[config.mk]
export PLATFORM = sky130hd
export DESIGN_NAME = midi_control_change_decoder
export DESIGN_NICKNAME = d
export VERILOG_FILES = /design/src/rtl/core/mccd_pkg.sv /design/src/rtl/core/mccd_ctrl.sv /design/src/rtl/core/mccd_datapath.sv /design/src/rtl/core/midi_control_change_decoder.sv
export SDC_FILE = /design/constraint.sdc
export NUM_CORES = 1
export LEC_CHECK = 0
export BUFFER_PORTS_ARGS = -buffer_cell sky130_fd_sc_hd__clkbuf_2
export CORE_ASPECT_RATIO = 1.5
export CORE_MARGIN = 3
export CORE_UTILIZATION = 60
export DETAILED_ROUTE_END_ITERATION = 8
export PLACE_DENSITY = 0.76
export SYNTH_ARGS = -nofsm -noshare
export SYNTH_HDL_FRONTEND = slang
export SYNTH_SLANG_ARGS = --single-unit
[constraint.sdc]
create_clock -name clk -period 8.4 [get_ports clk]
set_input_delay 1.26 -clock clk [delete_from_list [all_inputs] [get_ports clk]]
set_output_delay 1.26 -clock clk [all_outputs]
set_load 0.01 [all_outputs]
[src/rtl/core/mccd_pkg.sv]
// ============================================================================
// MIDI control-change decoder package
// Shared constants, codes and control/status types for the decoder block.
// ============================================================================
`default_nettype none

package mccd_pkg;

    // Slot counts of the four controller groups.
    localparam int SLIDER_COUNT        = 9;
    localparam int KNOB_COUNT          = 9;
    localparam int BUTTON_COUNT        = 9;
    localparam int SYSTEM_BUTTON_COUNT = 6;

    localparam int LEVEL_SLOTS = SLIDER_COUNT + KNOB_COUNT;
    localparam int FLAG_SLOTS  = BUTTON_COUNT + SYSTEM_BUTTON_COUNT;
    localparam int ALL_SLOTS   = LEVEL_SLOTS + FLAG_SLOTS;

    localparam int LEVEL_IDX_W = (LEVEL_SLOTS > 1) ? $clog2(LEVEL_SLOTS) : 1;
    localparam int FLAG_IDX_W  = (FLAG_SLOTS > 1) ? $clog2(FLAG_SLOTS) : 1;

    // MIDI constants.
    localparam logic [7:0] CC_STATUS   = 8'hB0;
    localparam logic [7:0] PRESS_VALUE = 8'd127;

    // Configuration port.
    localparam int CFG_INDEX_W = 3;
    localparam int CFG_DATA_W  = 16;

    localparam logic [CFG_INDEX_W-1:0] CFG_BLOCK_ENABLE       = 3'd0;
    localparam logic [CFG_INDEX_W-1:0] CFG_PRESS_INTERVAL     = 3'd1;
    localparam logic [CFG_INDEX_W-1:0] CFG_SLIDER_BASE        = 3'd2;
    localparam logic [CFG_INDEX_W-1:0] CFG_KNOB_BASE          = 3'd3;
    localparam logic [CFG_INDEX_W-1:0] CFG_BUTTON_BASE        = 3'd4;
    localparam logic [CFG_INDEX_W-1:0] CFG_SYSTEM_BUTTON_BASE = 3'd5;

    // Register reset values.
    localparam logic        RST_BLOCK_ENABLE       = 1'b1;
    localparam logic [15:0] RST_PRESS_INTERVAL     = 16'd100;
    localparam logic [6:0]  RST_SLIDER_BASE        = 7'd3;
    localparam logic [6:0]  RST_KNOB_BASE          = 7'd14;
    localparam logic [6:0]  RST_BUTTON_BASE        = 7'd23;
    localparam logic [6:0]  RST_SYSTEM_BUTTON_BASE = 7'd44;

    // Read status codes.
    localparam logic [1:0] RS_OK       = 2'd0;
    localparam logic [1:0] RS_DISABLED = 2'd1;
    localparam logic [1:0] RS_RANGE    = 2'd2;

    // Decoded operation of one item.
    typedef enum logic [2:0] {
        OP_NONE        = 3'd0,
        OP_LEVEL       = 3'd1,
        OP_BUTTON      = 3'd2,
        OP_SYSTEM      = 3'd3,
        OP_RD_DISABLED = 3'd4,
        OP_RD_RANGE    = 3'd5,
        OP_RD_LEVEL    = 3'd6,
        OP_RD_FLAG     = 3'd7
    } op_t;

    // Controller to datapath commands.
    typedef struct packed {
        logic load_item;
        logic decode;
        logic apply;
    } mccd_cmd_t;

    // Datapath to controller status.
    typedef struct packed {
        logic is_read;
    } mccd_stat_t;

endpackage

`default_nettype wire

[src/rtl/core/mccd_ctrl.sv]
// ============================================================================
// MIDI control-change decoder controller
// Sequences one item through load, decode, apply and, for a read, result hand-off.
// ============================================================================
`default_nettype none

module mccd_ctrl
(
    input  wire                  clk,
    input  wire                  rst_n,
    input  wire                  item_valid,
    output logic                 item_stall,
    output logic                 result_valid,
    input  wire                  result_stall,
    output mccd_pkg::mccd_cmd_t  cmd,
    input  mccd_pkg::mccd_stat_t stat
);

    typedef enum logic [3:0] {
        ST_IDLE   = 4'b0001,
        ST_DECODE = 4'b0010,
        ST_APPLY  = 4'b0100,
        ST_RESULT = 4'b1000
    } state_t;

    state_t state_reg;
    state_t state_next;

    always_comb
    begin
        state_next = state_reg;
        case (state_reg)
            ST_IDLE:
            begin
                if (item_valid)
                begin
                    state_next = ST_DECODE;
                end
            end
            ST_DECODE:
            begin
                state_next = ST_APPLY;
            end
            ST_APPLY:
            begin
                state_next = stat.is_read ? ST_RESULT : ST_IDLE;
            end
            ST_RESULT:
            begin
                if (!result_stall)
                begin
                    state_next = ST_IDLE;
                end
            end
            default:
            begin
                state_next = ST_IDLE;
            end
        endcase
    end

    always_ff @(posedge clk or negedge rst_n)
    begin
        if (!rst_n)
        begin
            state_reg <= ST_IDLE;
        end
        else
        begin
            state_reg <= state_next;
        end
    end

    assign item_stall    = (state_reg != ST_IDLE);
    assign result_valid  = (state_reg == ST_RESULT);
    assign cmd.load_item = (state_reg == ST_IDLE) && item_valid;
    assign cmd.decode    = (state_reg == ST_DECODE);
    assign cmd.apply     = (state_reg == ST_APPLY);

endmodule

`default_nettype wire

[src/rtl/core/mccd_datapath.sv]
// ============================================================================
// MIDI control-change decoder datapath
// Configuration registers, slot decode, level and press state, read results.
// ============================================================================
`default_nettype none

module mccd_datapath
(
    input  wire                                   clk,
    input  wire                                   rst_n,
    input  mccd_pkg::mccd_cmd_t                   cmd,
    output mccd_pkg::mccd_stat_t                  stat,
    input  wire                                   cfg_write_en,
    input  wire [mccd_pkg::CFG_INDEX_W-1:0]       cfg_index,
    input  wire [mccd_pkg::CFG_DATA_W-1:0]        cfg_data,
    input  wire                                   command,
    input  wire [7:0]                             midi_status,
    input  wire [7:0]                             controller_number,
    input  wire [7:0]                             control_value,
    input  wire [31:0]                            event_time,
    input  wire [5:0]                             read_address,
    output logic [1:0]                            read_status,
    output logic [7:0]                            level_value,
    output logic                                  level_seen,
    output logic                                  press_flag
);

    localparam int LW = mccd_pkg::LEVEL_IDX_W;
    localparam int FW = mccd_pkg::FLAG_IDX_W;

    // Configuration registers.
    logic        enable_reg;
    logic [15:0] interval_reg;
    logic [6:0]  slider_base_reg;
    logic [6:0]  knob_base_reg;
    logic [6:0]  button_base_reg;
    logic [6:0]  system_base_reg;

    // Captured item.
    logic        command_reg;
    logic [7:0]  status_reg;
    logic [7:0]  name_reg;
    logic [7:0]  value_reg;
    logic [31:0] time_reg;
    logic [5:0]  addr_reg;

    // Decode results.
    mccd_pkg::op_t op_reg;
    mccd_pkg::op_t op_next;
    logic [LW-1:0] lslot_reg;
    logic [LW-1:0] lslot_next;
    logic [FW-1:0] fslot_reg;
    logic [FW-1:0] fslot_next;

    // Slot state.
    logic [7:0]  levels_reg [mccd_pkg::LEVEL_SLOTS];
    logic        seen_reg   [mccd_pkg::LEVEL_SLOTS];
    logic        flags_reg  [mccd_pkg::FLAG_SLOTS];
    logic [31:0] last_reg   [mccd_pkg::FLAG_SLOTS];

    // Result registers.
    logic [1:0] read_status_reg;
    logic [7:0] level_value_reg;
    logic       level_seen_reg;
    logic       press_flag_reg;

    always_ff @(posedge clk or negedge rst_n)
    begin
        if (!rst_n)
        begin
            enable_reg      <= mccd_pkg::RST_BLOCK_ENABLE;
            interval_reg    <= mccd_pkg::RST_PRESS_INTERVAL;
            slider_base_reg <= mccd_pkg::RST_SLIDER_BASE;
            knob_base_reg   <= mccd_pkg::RST_KNOB_BASE;
            button_base_reg <= mccd_pkg::RST_BUTTON_BASE;
            system_base_reg <= mccd_pkg::RST_SYSTEM_BUTTON_BASE;
        end
        else if (cfg_write_en)
        begin
            case (cfg_index)
                mccd_pkg::CFG_BLOCK_ENABLE:       enable_reg      <= cfg_data[0];
                mccd_pkg::CFG_PRESS_INTERVAL:     interval_reg    <= cfg_data;
                mccd_pkg::CFG_SLIDER_BASE:        slider_base_reg <= cfg_data[6:0];
                mccd_pkg::CFG_KNOB_BASE:          knob_base_reg   <= cfg_data[6:0];
                mccd_pkg::CFG_BUTTON_BASE:        button_base_reg <= cfg_data[6:0];
                mccd_pkg::CFG_SYSTEM_BUTTON_BASE: system_base_reg <= cfg_data[6:0];
                default:
                begin
                end
            endcase
        end
    end

    always_ff @(posedge clk)
    begin
        if (cmd.load_item)
        begin
            command_reg <= command;
            status_reg  <= midi_status;
            name_reg    <= controller_number;
            value_reg   <= control_value;
            time_reg    <= event_time;
            addr_reg    <= read_address;
        end
    end

    // Range checks: a negative difference sets bit 8.
    logic [8:0] slider_diff;
    logic [8:0] knob_diff;
    logic [8:0] button_diff;
    logic [8:0] system_diff;
    logic       slider_hit;
    logic       knob_hit;
    logic       button_hit;
    logic       system_hit;
    logic [5:0] flag_addr;

    assign slider_diff = {1'b0, name_reg} - {2'b0, slider_base_reg};
    assign knob_diff   = {1'b0, name_reg} - {2'b0, knob_base_reg};
    assign button_diff = {1'b0, name_reg} - {2'b0, button_base_reg};
    assign system_diff = {1'b0, name_reg} - {2'b0, system_base_reg};

    assign slider_hit = !slider_diff[8] && (slider_diff[7:0] < 8'(mccd_pkg::SLIDER_COUNT));
    assign knob_hit   = !knob_diff[8] && (knob_diff[7:0] < 8'(mccd_pkg::KNOB_COUNT));
    assign button_hit = !button_diff[8] && (button_diff[7:0] < 8'(mccd_pkg::BUTTON_COUNT));
    assign system_hit = !system_diff[8]
                        && (system_diff[7:0] < 8'(mccd_pkg::SYSTEM_BUTTON_COUNT));

    assign flag_addr = addr_reg - 6'(mccd_pkg::LEVEL_SLOTS);

    always_comb
    begin
        op_next    = mccd_pkg::OP_NONE;
        lslot_next = '0;
        fslot_next = '0;
        if (command_reg)
        begin
            if (!enable_reg)
            begin
                op_next = mccd_pkg::OP_RD_DISABLED;
            end
            else if ({1'b0, addr_reg} >= 7'(mccd_pkg::ALL_SLOTS))
            begin
                op_next = mccd_pkg::OP_RD_RANGE;
            end
            else if ({1'b0, addr_reg} < 7'(mccd_pkg::LEVEL_SLOTS))
            begin
                op_next    = mccd_pkg::OP_RD_LEVEL;
                lslot_next = addr_reg[LW-1:0];
            end
            else
            begin
                op_next    = mccd_pkg::OP_RD_FLAG;
                fslot_next = flag_addr[FW-1:0];
            end
        end
        else if (status_reg == mccd_pkg::CC_STATUS)
        begin
            if (slider_hit)
            begin
                op_next    = mccd_pkg::OP_LEVEL;
                lslot_next = slider_diff[LW-1:0];
            end
            else if (knob_hit)
            begin
                op_next    = mccd_pkg::OP_LEVEL;
                lslot_next = LW'(mccd_pkg::SLIDER_COUNT) + knob_diff[LW-1:0];
            end
            else if (button_hit)
            begin
                op_next    = mccd_pkg::OP_BUTTON;
                fslot_next = button_diff[FW-1:0];
            end
            else if (system_hit)
            begin
                op_next    = mccd_pkg::OP_SYSTEM;
                fslot_next = FW'(mccd_pkg::BUTTON_COUNT) + system_diff[FW-1:0];
            end
        end
    end

    always_ff @(posedge clk)
    begin
        if (cmd.decode)
        begin
            op_reg    <= op_next;
            lslot_reg <= lslot_next;
            fslot_reg <= fslot_next;
        end
    end

    // Press lockout: elapsed time is taken modulo 2^32.
    logic [31:0] elapsed;
    logic        press_ok;
    logic        is_press;

    assign elapsed  = time_reg - last_reg[fslot_reg];
    assign press_ok = elapsed > {16'b0, interval_reg};
    assign is_press = (value_reg == mccd_pkg::PRESS_VALUE);

    always_ff @(posedge clk or negedge rst_n)
    begin
        if (!rst_n)
        begin
            for (int i = 0; i < mccd_pkg::LEVEL_SLOTS; i++)
            begin
                levels_reg[i] <= '0;
                seen_reg[i]   <= 1'b0;
            end
            for (int i = 0; i < mccd_pkg::FLAG_SLOTS; i++)
            begin
                flags_reg[i] <= 1'b0;
                last_reg[i]  <= '0;
            end
        end
        else if (cmd.apply)
        begin
            case (op_reg)
                mccd_pkg::OP_LEVEL:
                begin
                    levels_reg[lslot_reg] <= value_reg;
                    seen_reg[lslot_reg]   <= 1'b1;
                end
                mccd_pkg::OP_BUTTON,
                mccd_pkg::OP_SYSTEM:
                begin
                    if (is_press)
                    begin
                        if (press_ok)
                        begin
                            flags_reg[fslot_reg] <= 1'b1;
                            last_reg[fslot_reg]  <= time_reg;
                        end
                    end
                    else if (op_reg == mccd_pkg::OP_BUTTON)
                    begin
                        flags_reg[fslot_reg] <= 1'b0;
                    end
                end
                mccd_pkg::OP_RD_FLAG:
                begin
                    flags_reg[fslot_reg] <= 1'b0;
                end
                default:
                begin
                end
            endcase
        end
    end

    always_ff @(posedge clk)
    begin
        if (cmd.apply)
        begin
            read_status_reg <= mccd_pkg::RS_OK;
            level_value_reg <= '0;
            level_seen_reg  <= 1'b0;
            press_flag_reg  <= 1'b0;
            case (op_reg)
                mccd_pkg::OP_RD_DISABLED:
                begin
                    read_status_reg <= mccd_pkg::RS_DISABLED;
                end
                mccd_pkg::OP_RD_RANGE:
                begin
                    read_status_reg <= mccd_pkg::RS_RANGE;
                end
                mccd_pkg::OP_RD_LEVEL:
                begin
                    level_value_reg <= levels_reg[lslot_reg];
                    level_seen_reg  <= seen_reg[lslot_reg];
                end
                mccd_pkg::OP_RD_FLAG:
                begin
                    press_flag_reg <= flags_reg[fslot_reg];
                end
                default:
                begin
                end
            endcase
        end
    end

    assign stat.is_read = command_reg;
    assign read_status  = read_status_reg;
    assign level_value  = level_value_reg;
    assign level_seen   = level_seen_reg;
    assign press_flag   = press_flag_reg;

endmodule

`default_nettype wire

[src/rtl/core/midi_control_change_decoder.sv]
// ============================================================================
// MIDI control-change decoder
// Decodes channel-0 control changes into slider and knob levels and
// debounced button press flags, and answers read accesses to that state.
// ============================================================================
//
//  Channel   Direction  Handshake                   Contents
//  --------  ---------  --------------------------  --------------------------------
//  item      in         item_valid / item_stall     MIDI message or read access
//  result    out        result_valid / result_stall one result per read access
//  config    in         cfg_write_en, cfg_index     block_enable, press_interval,
//                                                   and the four range bases
//
// One item is in flight at a time. A MIDI message passes through capture, decode
// and apply; a read also passes through the result state, where the controller
// waits for as long as its result transfer is stalled.
// The 32-bit lockout subtract and compare behind the slot select sets the apply depth.
// Reset restores the register defaults and clears all levels, seen bits, press
// flags and last press times; item_stall is low right after reset.
//
`default_nettype none

module midi_control_change_decoder
(
    input  wire                             clk,
    input  wire                             rst_n,

    input  wire                             cfg_write_en,
    input  wire [mccd_pkg::CFG_INDEX_W-1:0] cfg_index,
    input  wire [mccd_pkg::CFG_DATA_W-1:0]  cfg_data,

    input  wire                             item_valid,
    output logic                            item_stall,
    input  wire                             command,
    input  wire [7:0]                       midi_status,
    input  wire [7:0]                       controller_number,
    input  wire [7:0]                       control_value,
    input  wire [31:0]                      event_time,
    input  wire [5:0]                       read_address,

    output logic                            result_valid,
    input  wire                             result_stall,
    output logic [1:0]                      read_status,
    output logic [7:0]                      level_value,
    output logic                            level_seen,
    output logic                            press_flag
);

    // Commands flow from the controller into the datapath; the datapath only
    // reports back whether the captured item is a read, which decides whether
    // the controller must present a result transfer.
    mccd_pkg::mccd_cmd_t  cmd;
    mccd_pkg::mccd_stat_t stat;

    mccd_ctrl u_ctrl
    (
        .clk          (clk),
        .rst_n        (rst_n),
        .item_valid   (item_valid),
        .item_stall   (item_stall),
        .result_valid (result_valid),
        .result_stall (result_stall),
        .cmd          (cmd),
        .stat         (stat)
    );

    // The datapath holds the configuration, the captured item, the decoded
    // slot, all per-slot state and the result registers. Result registers
    // are loaded only in the apply step, so they hold steady while stalled.
    mccd_datapath u_datapath
    (
        .clk               (clk),
        .rst_n             (rst_n),
        .cmd               (cmd),
        .stat              (stat),
        .cfg_write_en      (cfg_write_en),
        .cfg_index         (cfg_index),
        .cfg_data          (cfg_data),
        .command           (command),
        .midi_status       (midi_status),
        .controller_number (controller_number),
        .control_value     (control_value),
        .event_time        (event_time),
        .read_address      (read_address),
        .read_status       (read_status),
        .level_value       (level_value),
        .level_seen        (level_seen),
        .press_flag        (press_flag)
    );

endmodule

`default_nettype wire
==> run metrics, run 1 <==
status complete, no violations; Yosys cell types a little over 80; width of the chip 213 µm; via count of the first global-routing pass approximately 25k; Critical-path top delay cell a2111oi_4; Critical Path Source Type flop; Synth area leader dfrtp_1; initial DRC count 1,730; # DRC 0; final period utilization 0.910; TritonCTS Buffers 74; type of the worst min-delay path reg -> reg; Vias per Instance 6.39; top cells by area, synth dfrtp_1 (45%), mux2_2 (14%), mux4_2 (9.7%); CP Data Arrival Time 8140 ps; Ant. Diodes 0; PortBufs 100; final instance area 0.0424 mm²; clk_skew around 24 ps; Largest register FFs 480; synth warn 0; core area approximately 0.064 mm²; Max clock buf depth 3; Setup Viol. Count Final 0; H-tree depth reported by CTS 3; #FFs+latches synth 793; Setup Buffers After CTS 0; largest net degree at the start of global routing 194; top cells by count, synth dfrtp_1 (689), mux2_2 (493), mux4_2 (167); pwr dens 223 mW/mm²; worst skew pair latency about 640 ps; CTS tree yes; post-synth net total 2,899; register area share after synthesis 0.525; final core occ 0.667; final count of hold timing violations 0; RSZ-0062 raised after global routing false; Reg clk slew, reported paths 60 ps; Rows 113; hold bufs inserted after CTS 0; Clock Sink Count roughly 790; dpl hpwl roughly 60 mm; crit path time final ~7600 ps; fmax 0.131 GHz; CP max FO between 40 and 50; Nets just under 3k; Slew Limit Fails 0; final worst slack ~760 ps; Crit. End Element flop; worst rel slew slack 0.186; Pleak just under 20 nW; drt pass-1 iters 7; kind of critical path reg -> reg; max cap viols 0; VDD IR max approximately 0.20 mV; drt wl/cell roughly 25 µm; Post-synth EDFFs just under 90; routed vias roughly 23k; CP cell instances buf_12, buf_4, mux4_2, mux4_2, inv_1, ha_1, a21oi_1, o21ai_0, nor2_1, a31oi_1, mux2_2, o311ai_0, nor4_1, and4_1, buf_12, a2111oi_4, buf_4, mux2_1; RD Place Congestion between 0.9 and 1; Mapped Area a little under 0.04 mm²; setup TNS 0 ps; GRT Resource Usage Total 0.280; Initial Util 0.608; Crit path required time 8900 ps; IO Pins between 100 and 150; ANT nets after route 0; initial antenna violation count 1; syn_area_per_cell about 14 µm²; Post-Place Worst Slack between 900 and 1000 ps; top-area cell type share of the netlist area 0.446; critical path's largest stage delay roughly 1100 ps; placed cell areas roughly 0.04 mm²; asr flop ratio synth 0.890; Clock Root Buffer clkbuf_16; post-CTS sizing 0; Synth Instances between 2k and 3k; GRT overflow 0; die area 0.0676 mm²; first-pass GRT wire length 145 mm; Tightest Pin Transition around 1200 ps; Synth Flop Type dfrtp_1; count leader, synth dfrtp_1; area added between synthesis and finish 9.67%; die height approximately 320 µm; layout cell share with drive strength beyond 1 0.365; Total Wirelength roughly 90 mm
[critical path: cells and delay by family (launching register included)]
| family | cells | cell delay [ps] |
|---|---|---|
| muxes | 4 | 1760 |
| adders and majority gates | 1 | 360 |
| buffers and inverters | 5 | 1640 |
| DFF | 1 | 810 |
| and+or+nand+nor | 3 | 690 |
| AOI/OAI and AO/OA | 5 | 2090 |
[worst paths after layout]
path | from | to | slack (ps) | cells past startpoint
max | u_datapath.fslot_reg[0]$_DFFE_PP_ | u_datapath.last_reg[19]$_DFFE_PN0P_ | 760 | 18
min | u_datapath.seen_reg[9]$_DFFE_PN0P_ | u_datapath.seen_reg[9]$_DFFE_PN0P_ | 470 | 1
max reg2reg | u_datapath.fslot_reg[0]$_DFFE_PP_ | u_datapath.last_reg[19]$_DFFE_PN0P_ | 760 | 18
min reg2reg | u_datapath.seen_reg[9]$_DFFE_PN0P_ | u_datapath.seen_reg[9]$_DFFE_PN0P_ | 470 | 1
max in group asynchronous | rst_n | asynchronous set/reset pin | 5740 | 3
min in group asynchronous | rst_n | u_datapath.button_base_reg[3]$_DFFE_PN0P_ | 760 | 1
[cells by family after synthesis]
| kind of cell | share of synthesized area |
|---|---|
| and+or+nand+nor | 0.0465 |
| buffers and inverters | 0.0345 |
| muxes | 0.297 |
| AOI/OAI and AO/OA | 0.0608 |
| xor gates and xnor gates | 0.00789 |
| adders and majority gates | 0.0288 |
| DFF | 0.525 |
[through the flow]
step / cells / hold slack [ps] / total power, mW
2_1_floorplan: 2726 / 429 / 5.38
3_3_place_gp: 3513 / 444 / 5.89
3_5_place_dp: 3513 / 450 / 5.94
4_1_cts: 3649 / 465 / 9.51
5_1_grt: 3649 / 478 / 9.85
6_report: 3649 / 466 / 9.45
[power by group]
part	switching, mW	leakage [nW]	total, mW	internal (mW)
Clock	1.47	1.28	3.56	2.09
Sequential	0.274	10.6	4.35	4.07
Combinational	0.964	7.90	1.55	0.582
[final cells by class]
cell class                      count  area, µm²
Inverter                          104        390
Fill cell                        4456      21200
Timing Repair Buffer              156       1030
Sequential cell                   793      20300
Clock inverter                     32        434
Multi-Input combinational cell   1655      17100
Tap cell                          805       1010
Clock buffer                      104       2160
[cell usage in the layout, fill, tap and decap left out, types with 17 or more instances in the layout]
master | Yosys | routed
clkbuf_16 | 0 | 77
mux4_2 | 167 | 167
mux2_2 | 493 | 493
dfstp_2 | 17 | 17
inv_1 | 104 | 104
mux2i_1 | 42 | 42
edfxtp_1 | 87 | 87
o21ai_0 | 131 | 131
dfrtp_1 | 689 | 689
ha_1 | 81 | 81
mux2_1 | 104 | 104
nand2b_1 | 49 | 49
xnor2_1 | 19 | 19
nand2_1 | 142 | 142
a21oi_1 | 66 | 66
clkbuf_2 | 2 | 99
mux2_4 | 38 | 38
buf_4 | 0 | 48
nor2_1 | 57 | 57
[per-layer routing]
| layer | track usage | part of all wire | wire, µm |
|---|---|---|---|
| met3 | 0.0364 | 0.042 | 3920 |
| met1 | 0.341 | 0.39 | 35800 |
| met5 | 0 | 0.00019 | 18 |
| met2 | 0.500 | 0.53 | 48800 |
| met4 | 0.121 | 0.043 | 4000 |
Note: power is estimated with default switching activity, not from simulation.
==> inputs of run 2 (changes only) <==
- CELL_PAD_IN_SITES_DETAIL_PLACEMENT: default -> 1
- CELL_PAD_IN_SITES_GLOBAL_PLACEMENT: default -> 2
- CORE_UTILIZATION: 60 -> 46
- PLACE_DENSITY: 0.76 -> 0.79
==> run 2 against run 1 <==
Clock power rose by 6.2%. Sequential power about the same. Die area up 30%. Register-to-register slack worse by 20 ps. Wire length increased by 9.6%. First-iteration DRC count decreased by 36%. Power rose by 2.7%. Flip-flop and latch count unchanged. Combinational power barely moved. Critical path type unchanged. Worst setup slack worse by 18 ps.
==> run metrics, run 2 (same netlist as run 1, synthesis figures left out) <==
setup TNS 0 ps (unchanged); Nets 2,957 (unchanged); VDD IR max 0.171 mV (-13%); Max clock buf depth 3 (unchanged); pwr dens 225 mW/mm² (+1.2%); die height 361 µm (+14%); status complete, no violations; Hold Crit Endpoint u_datapath.seen_reg[13]$_DFFE_PN0P_; Reg clk slew, reported paths 70 ps (about the same); final core occ 0.519 (-0.148); CP max FO 25 (-47%); Fin Hold WS 464 ps (-1.40 ps); drt pass-1 iters 4 (-3); met1 GRT Util 0.284 (-0.0576); Tot Pwr 9.71 mW (+2.7%); final count of hold timing violations 0 (unchanged); area added between synthesis and finish 11.3%; placed cell areas 0.0403 mm² (+1.1%); max cap viols 0 (unchanged); Setup Viol. Count Final 0 (unchanged); clk_skew 33.1 ps (+8.90 ps); Rows 129 (+14%); initial antenna violation count 0 (-1); initial DRC count 1,109 (-36%); met3 usage 0.0286 (-0.00780); width of the chip 243 µm (+14%); R2R Path Start u_datapath.fslot_reg[0]$_DFFE_PP_; global routing's busiest layer met2; kind of critical path reg -> reg; most common cell after layout, fill and taps aside dfrtp_1; via count of the first global-routing pass 26.5k (+4.7%); core area 0.0830 mm² (+30%); Clock Root Buffer clkbuf_16; Critical Path Source Type flop; hold_sp u_datapath.seen_reg[13]$_DFFE_PN0P_; met2 GRT Util 0.435 (-0.0653); PortBufs 100 (unchanged); die area 0.0877 mm² (+30%); Pleak 19.8 nW (+0.35%); RD Place Congestion 0.858 (-10%); H-tree depth reported by CTS 3 (unchanged); CP Data Arrival Time 8180 ps (+40 ps); TritonCTS Buffers 80 (+8.1%); worst skew pair latency 650 ps (about the same); IO Pins 101 (unchanged); largest net degree at the start of global routing 182 (-6.2%); crit path time final 7660 ps (+17.8 ps); RR Endpoint u_datapath.last_reg[354]$_DFFE_PN0P_; Crit path required time 8920 ps (+20 ps); first-pass GRT wire length 160 mm (+10%); Slew Limit Fails 0 (unchanged); routed vias 23.1k (-0.92%); # DRC 0 (unchanged); fmax 0.131 GHz (-0.23%); hold path cells 1 (unchanged); layout cell share with drive strength beyond 1 0.365 (about the same); Ant. Diodes 0 (unchanged); final period utilization 0.912 (+0.00212); CTS tree yes; Vias per Instance 5.84 (-8.7%); commonest cells after routing, fill and taps aside dfrtp_1 (689), mux2_2 (493), mux4_2 (167); worst rel slew slack 0.149 (-0.0370); Tightest Pin Transition 1260 ps (+37.4 ps); Setup Buffers After CTS 0 (unchanged); Crit. End Element flop; Largest register FFs 480 (unchanged); type of the worst min-delay path reg -> reg; final instance area 0.0431 mm² (+1.5%); ANT nets after route 0 (unchanged); GRT overflow 0 (unchanged); FILL cells 8,088 (+82%); worst reg-to-reg path cell count 27 (+9); GRT Resource Usage Total 0.234 (-0.0455); reg2reg setup slack 740 ps (-20 ps); dpl hpwl 66.6 mm (+10%); hold bufs inserted after CTS 0 (unchanged); Initial Util 0.466 (-0.142); Total Wirelength 101 mm (+9.6%); Clock Sink Count 793 (unchanged); post-CTS sizing 0 (unchanged); RSZ-0062 raised after global routing false; drt wl/cell 25.6 µm (+0.96%)
==> run 2: cell count changes in the layout (fill, tap and decap cells not counted), sizes merged <==
cell	change
buf	-6
bufinv	+2
clkbuf	+4
clkinv	+4
clkinvlp	+2
inv	-3
==> run 2: power breakdown <==
group / switching (mW) / internal, mW
registers: 0.276 / 4.07
clock network: 1.55 / 2.23
logic: 0.999 / 0.584
==> run 2: metrics by stage <==
stage / std cells / setup WS, ps
after CTS: 3960 / 712
after global placement: 3815 / 817
after detailed placement: 3815 / 758
after global routing: 3960 / 354
after floorplan: 2726 / 1450
final: 3960 / 740
==> run 2: critical path: stages (launching register included) <==
cell and delay [ps]:
edfxtp_1 950, buf_12 310, mux4_2 520, nor2b_1 140, a211oi_1 260, a21o_1 180
inv_1 70, fa_1 430, nand2b_1 200, a21oi_2 240, o21bai_2 140, nand2_1 110
a21o_1 120, a21oi_1 70, xnor2_1 220, ha_1 290, and3_1 190, a221o_1 340
a21o_1 180, a221o_1 320, a211oi_1 250, nand3_1 130, nor4_1 310, and4_1 320
buf_12 230, a2111oi_4 190, buf_4 410, mux2_2 350
==> run 2: worst max-delay path by stage <==
stage | endpoint | slack (ps) | startpoint | depth (start not counted)
after floorplan | u_datapath.last_reg[269]$_DFFE_PN0P_ | 1450 | u_datapath.fslot_reg[0]$_DFFE_PP_ | 28
after global placement | u_datapath.last_reg[362]$_DFFE_PN0P_ | 820 | u_datapath.fslot_reg[0]$_DFFE_PP_ | 18
after detailed placement | u_datapath.last_reg[461]$_DFFE_PN0P_ | 760 | u_datapath.fslot_reg[0]$_DFFE_PP_ | 26
after CTS | u_datapath.last_reg[354]$_DFFE_PN0P_ | 710 | u_datapath.fslot_reg[0]$_DFFE_PP_ | 26
after global routing | u_datapath.last_reg[355]$_DFFE_PN0P_ | 350 | u_datapath.fslot_reg[0]$_DFFE_PP_ | 27
final | u_datapath.last_reg[354]$_DFFE_PN0P_ | 740 | u_datapath.fslot_reg[0]$_DFFE_PP_ | 27
==> run 2: area by class of cell <==
class	instances	area, µm²	area share
multi-input combinational	1655	17100	0.397
clock buffer	108	2250	0.0522
tap	1113	1390	0.0323
inverter	104	390	0.00907
sequential	793	20300	0.471
clock inverter	37	526	0.0122
timing repair buffer	150	1100	0.0255
==> run 2: metal layers <==
layer / part of all wire / routed length, µm
met5: 0 / 0
met4: 0.027 / 2760
met3: 0.029 / 2900
met2: 0.54 / 54600
met1: 0.41 / 41100
==> inputs of run 3 (changes only) <==
==> constraint.sdc (replaced) <==
create_clock -name clk -period 8.4 [get_ports clk]
set_input_delay 1.68 -clock clk [delete_from_list [all_inputs] [get_ports clk]]
set_output_delay 1.68 -clock clk [all_outputs]
set_load 0.01 [all_outputs]
==> run 3 against run 2 <==
Die area did not move. Flip-flop and latch count stayed put. Sequential share of layout area increased by 0.12 points. Worst setup slack worse by 62 ps. Register-to-register slack got worse by 60 ps. Global-route usage grew 0.13 points.
==> run metrics, run 3 (same netlist as run 1, synthesis figures left out) <==
status complete, no violations; via count of the first global-routing pass 26.1k (-1.2%); type of the worst min-delay path reg -> reg; TritonCTS Buffers 79 (-1.3%); post-CTS sizing 0 (unchanged); pwr dens 223 mW/mm² (-1.1%); Tightest Pin Transition 1290 ps (+31.0 ps); # DRC 0 (unchanged); Reg clk slew, reported paths 70 ps (about the same); Vias per Instance 5.83 (-0.14%); FILL cells 8,103 (+0.19%); initial antenna violation count 1 (+1); Initial Util 0.466 (unchanged); max cap viols 0 (unchanged); final count of hold timing violations 0 (unchanged); CP Data Arrival Time 8230 ps (+50 ps); Crit. End Element flop; worst rel slew slack 0.141 (-0.00863); Nets 2,955 (-0.068%); most common cell after layout, fill and taps aside dfrtp_1; RSZ-0062 raised after global routing false; final core occ 0.518 (-0.00133); die area 0.0877 mm² (unchanged); ANT nets after route 0 (unchanged); Clock Root Buffer clkbuf_16; GRT overflow 0 (unchanged); IO Pins 101 (unchanged); final worst slack 678 ps (-61.6 ps); RD Place Congestion 0.855 (-0.30%); Rows 129 (unchanged); CTS tree yes; Crit path required time 8910 ps (about the same); first-pass GRT wire length 160 mm (+0.22%); final period utilization 0.919 (+0.00734); kind of critical path reg -> reg; fmax 0.130 GHz (-0.80%); layout cell share with drive strength beyond 1 0.365 (about the same); H-tree depth reported by CTS 3 (unchanged); Critical Path Source Type flop; Clock Sink Count 793 (unchanged); Setup Viol. Count Final 0 (unchanged); largest net degree at the start of global routing 182 (unchanged); VDD IR max 0.183 mV (+7.3%); Slew Limit Fails 0 (unchanged); GRT Resource Usage Total 0.236 (+0.00129); Pleak 19.8 nW (-0.17%); PortBufs 100 (unchanged); routed vias 23.1k (-0.16%); Setup Buffers After CTS 0 (unchanged); Register Area 0.0203 mm² (unchanged); core area 0.0830 mm² (unchanged); die height 361 µm (unchanged); area added between synthesis and finish 11.0%; drt pass-1 iters 5 (+1); drt wl/cell 25.7 µm (+0.35%); Total Wirelength 102 mm (+0.32%); Largest register FFs 480 (unchanged); clk_skew 32.7 ps (-0.386 ps); area of the multi-input gates 0.0171 mm² (unchanged); Ant. Diodes 0 (unchanged); Post-Place Worst Slack 727 ps (-31.0 ps); Max clock buf depth 3 (unchanged); commonest cells after routing, fill and taps aside dfrtp_1 (689), mux2_2 (493), mux4_2 (167); width of the chip 243 µm (unchanged); hold bufs inserted after CTS 0 (unchanged); CP max FO 69 (+180%); initial DRC count 1,107 (-0.18%); worst skew pair latency 650 ps (about the same); setup TNS 0 ps (unchanged); crit path time final 7720 ps (+61.6 ps); dpl hpwl 66.6 mm (about the same)
-- run 3: critical path, stage by stage, from the launching register on --
cell and delay [ps]:
edfxtp_1 960, buf_4 430, buf_12 440, mux4_2 620
mux4_2 480, inv_1 130, ha_1 390, nand2_1 200
o21ai_0 470, a21oi_1 120, a31oi_1 270, mux2_2 380
o311ai_0 110, nor4_1 100, and4_1 260, buf_12 190
a2111oi_4 920, buf_4 580, mux2_2 400
-- run 3: final cells by class --
cell class,count,area share
inverters,104,0.00909
clock buffers,111,0.0535
clock inverters,34,0.00836
well taps,1113,0.0324
multi-input cells,1655,0.398
repair buffers,149,0.0257
flip-flops and latches,793,0.473
-- run 3: path summary, 6_finish.rpt --
path	slack, ps	cells past startpoint	from	end
min	470	1	u_datapath.seen_reg[5]$_DFFE_PN0P_	u_datapath.seen_reg[5]$_DFFE_PN0P_
min in group asynchronous	1120	1	rst_n	u_datapath.slider_base_reg[4]$_DFFE_PN0P_
min reg2reg	470	1	u_datapath.seen_reg[5]$_DFFE_PN0P_	u_datapath.seen_reg[5]$_DFFE_PN0P_
max reg2reg	680	18	u_datapath.fslot_reg[0]$_DFFE_PP_	u_datapath.last_reg[362]$_DFFE_PN0P_
max	680	18	u_datapath.fslot_reg[0]$_DFFE_PP_	u_datapath.last_reg[362]$_DFFE_PN0P_
max in group asynchronous	5610	2	rst_n	u_datapath.last_reg[40]$_DFFE_PN0P_
-- run 3: metal layers --
layer	up-vias	track usage	routed length (µm)
met2	352	0.437	55100
met5	-	0	13
met4	2	0.0749	2870
li1	10116	-	-
met3	160	0.0243	2710
met1	12451	0.288	41100
-- run 3: power by group --
group / internal, mW / switching (mW) / total (mW)
clock: 2.11 / 1.54 / 3.64
sequential: 4.07 / 0.281 / 4.35
combinational: 0.584 / 0.997 / 1.58
-- run 3: metrics by stage --
step	power, mW	instances	hold slack [ps]	cell area [µm²]
6_report	9.58	3959	466	42900
5_1_grt	10.0	3959	490	42900
4_1_cts	9.70	3959	471	42900
3_5_place_dp	6.02	3814	448	40300
3_3_place_gp	5.96	3814	446	40300
2_1_floorplan	5.38	2726	429	38700
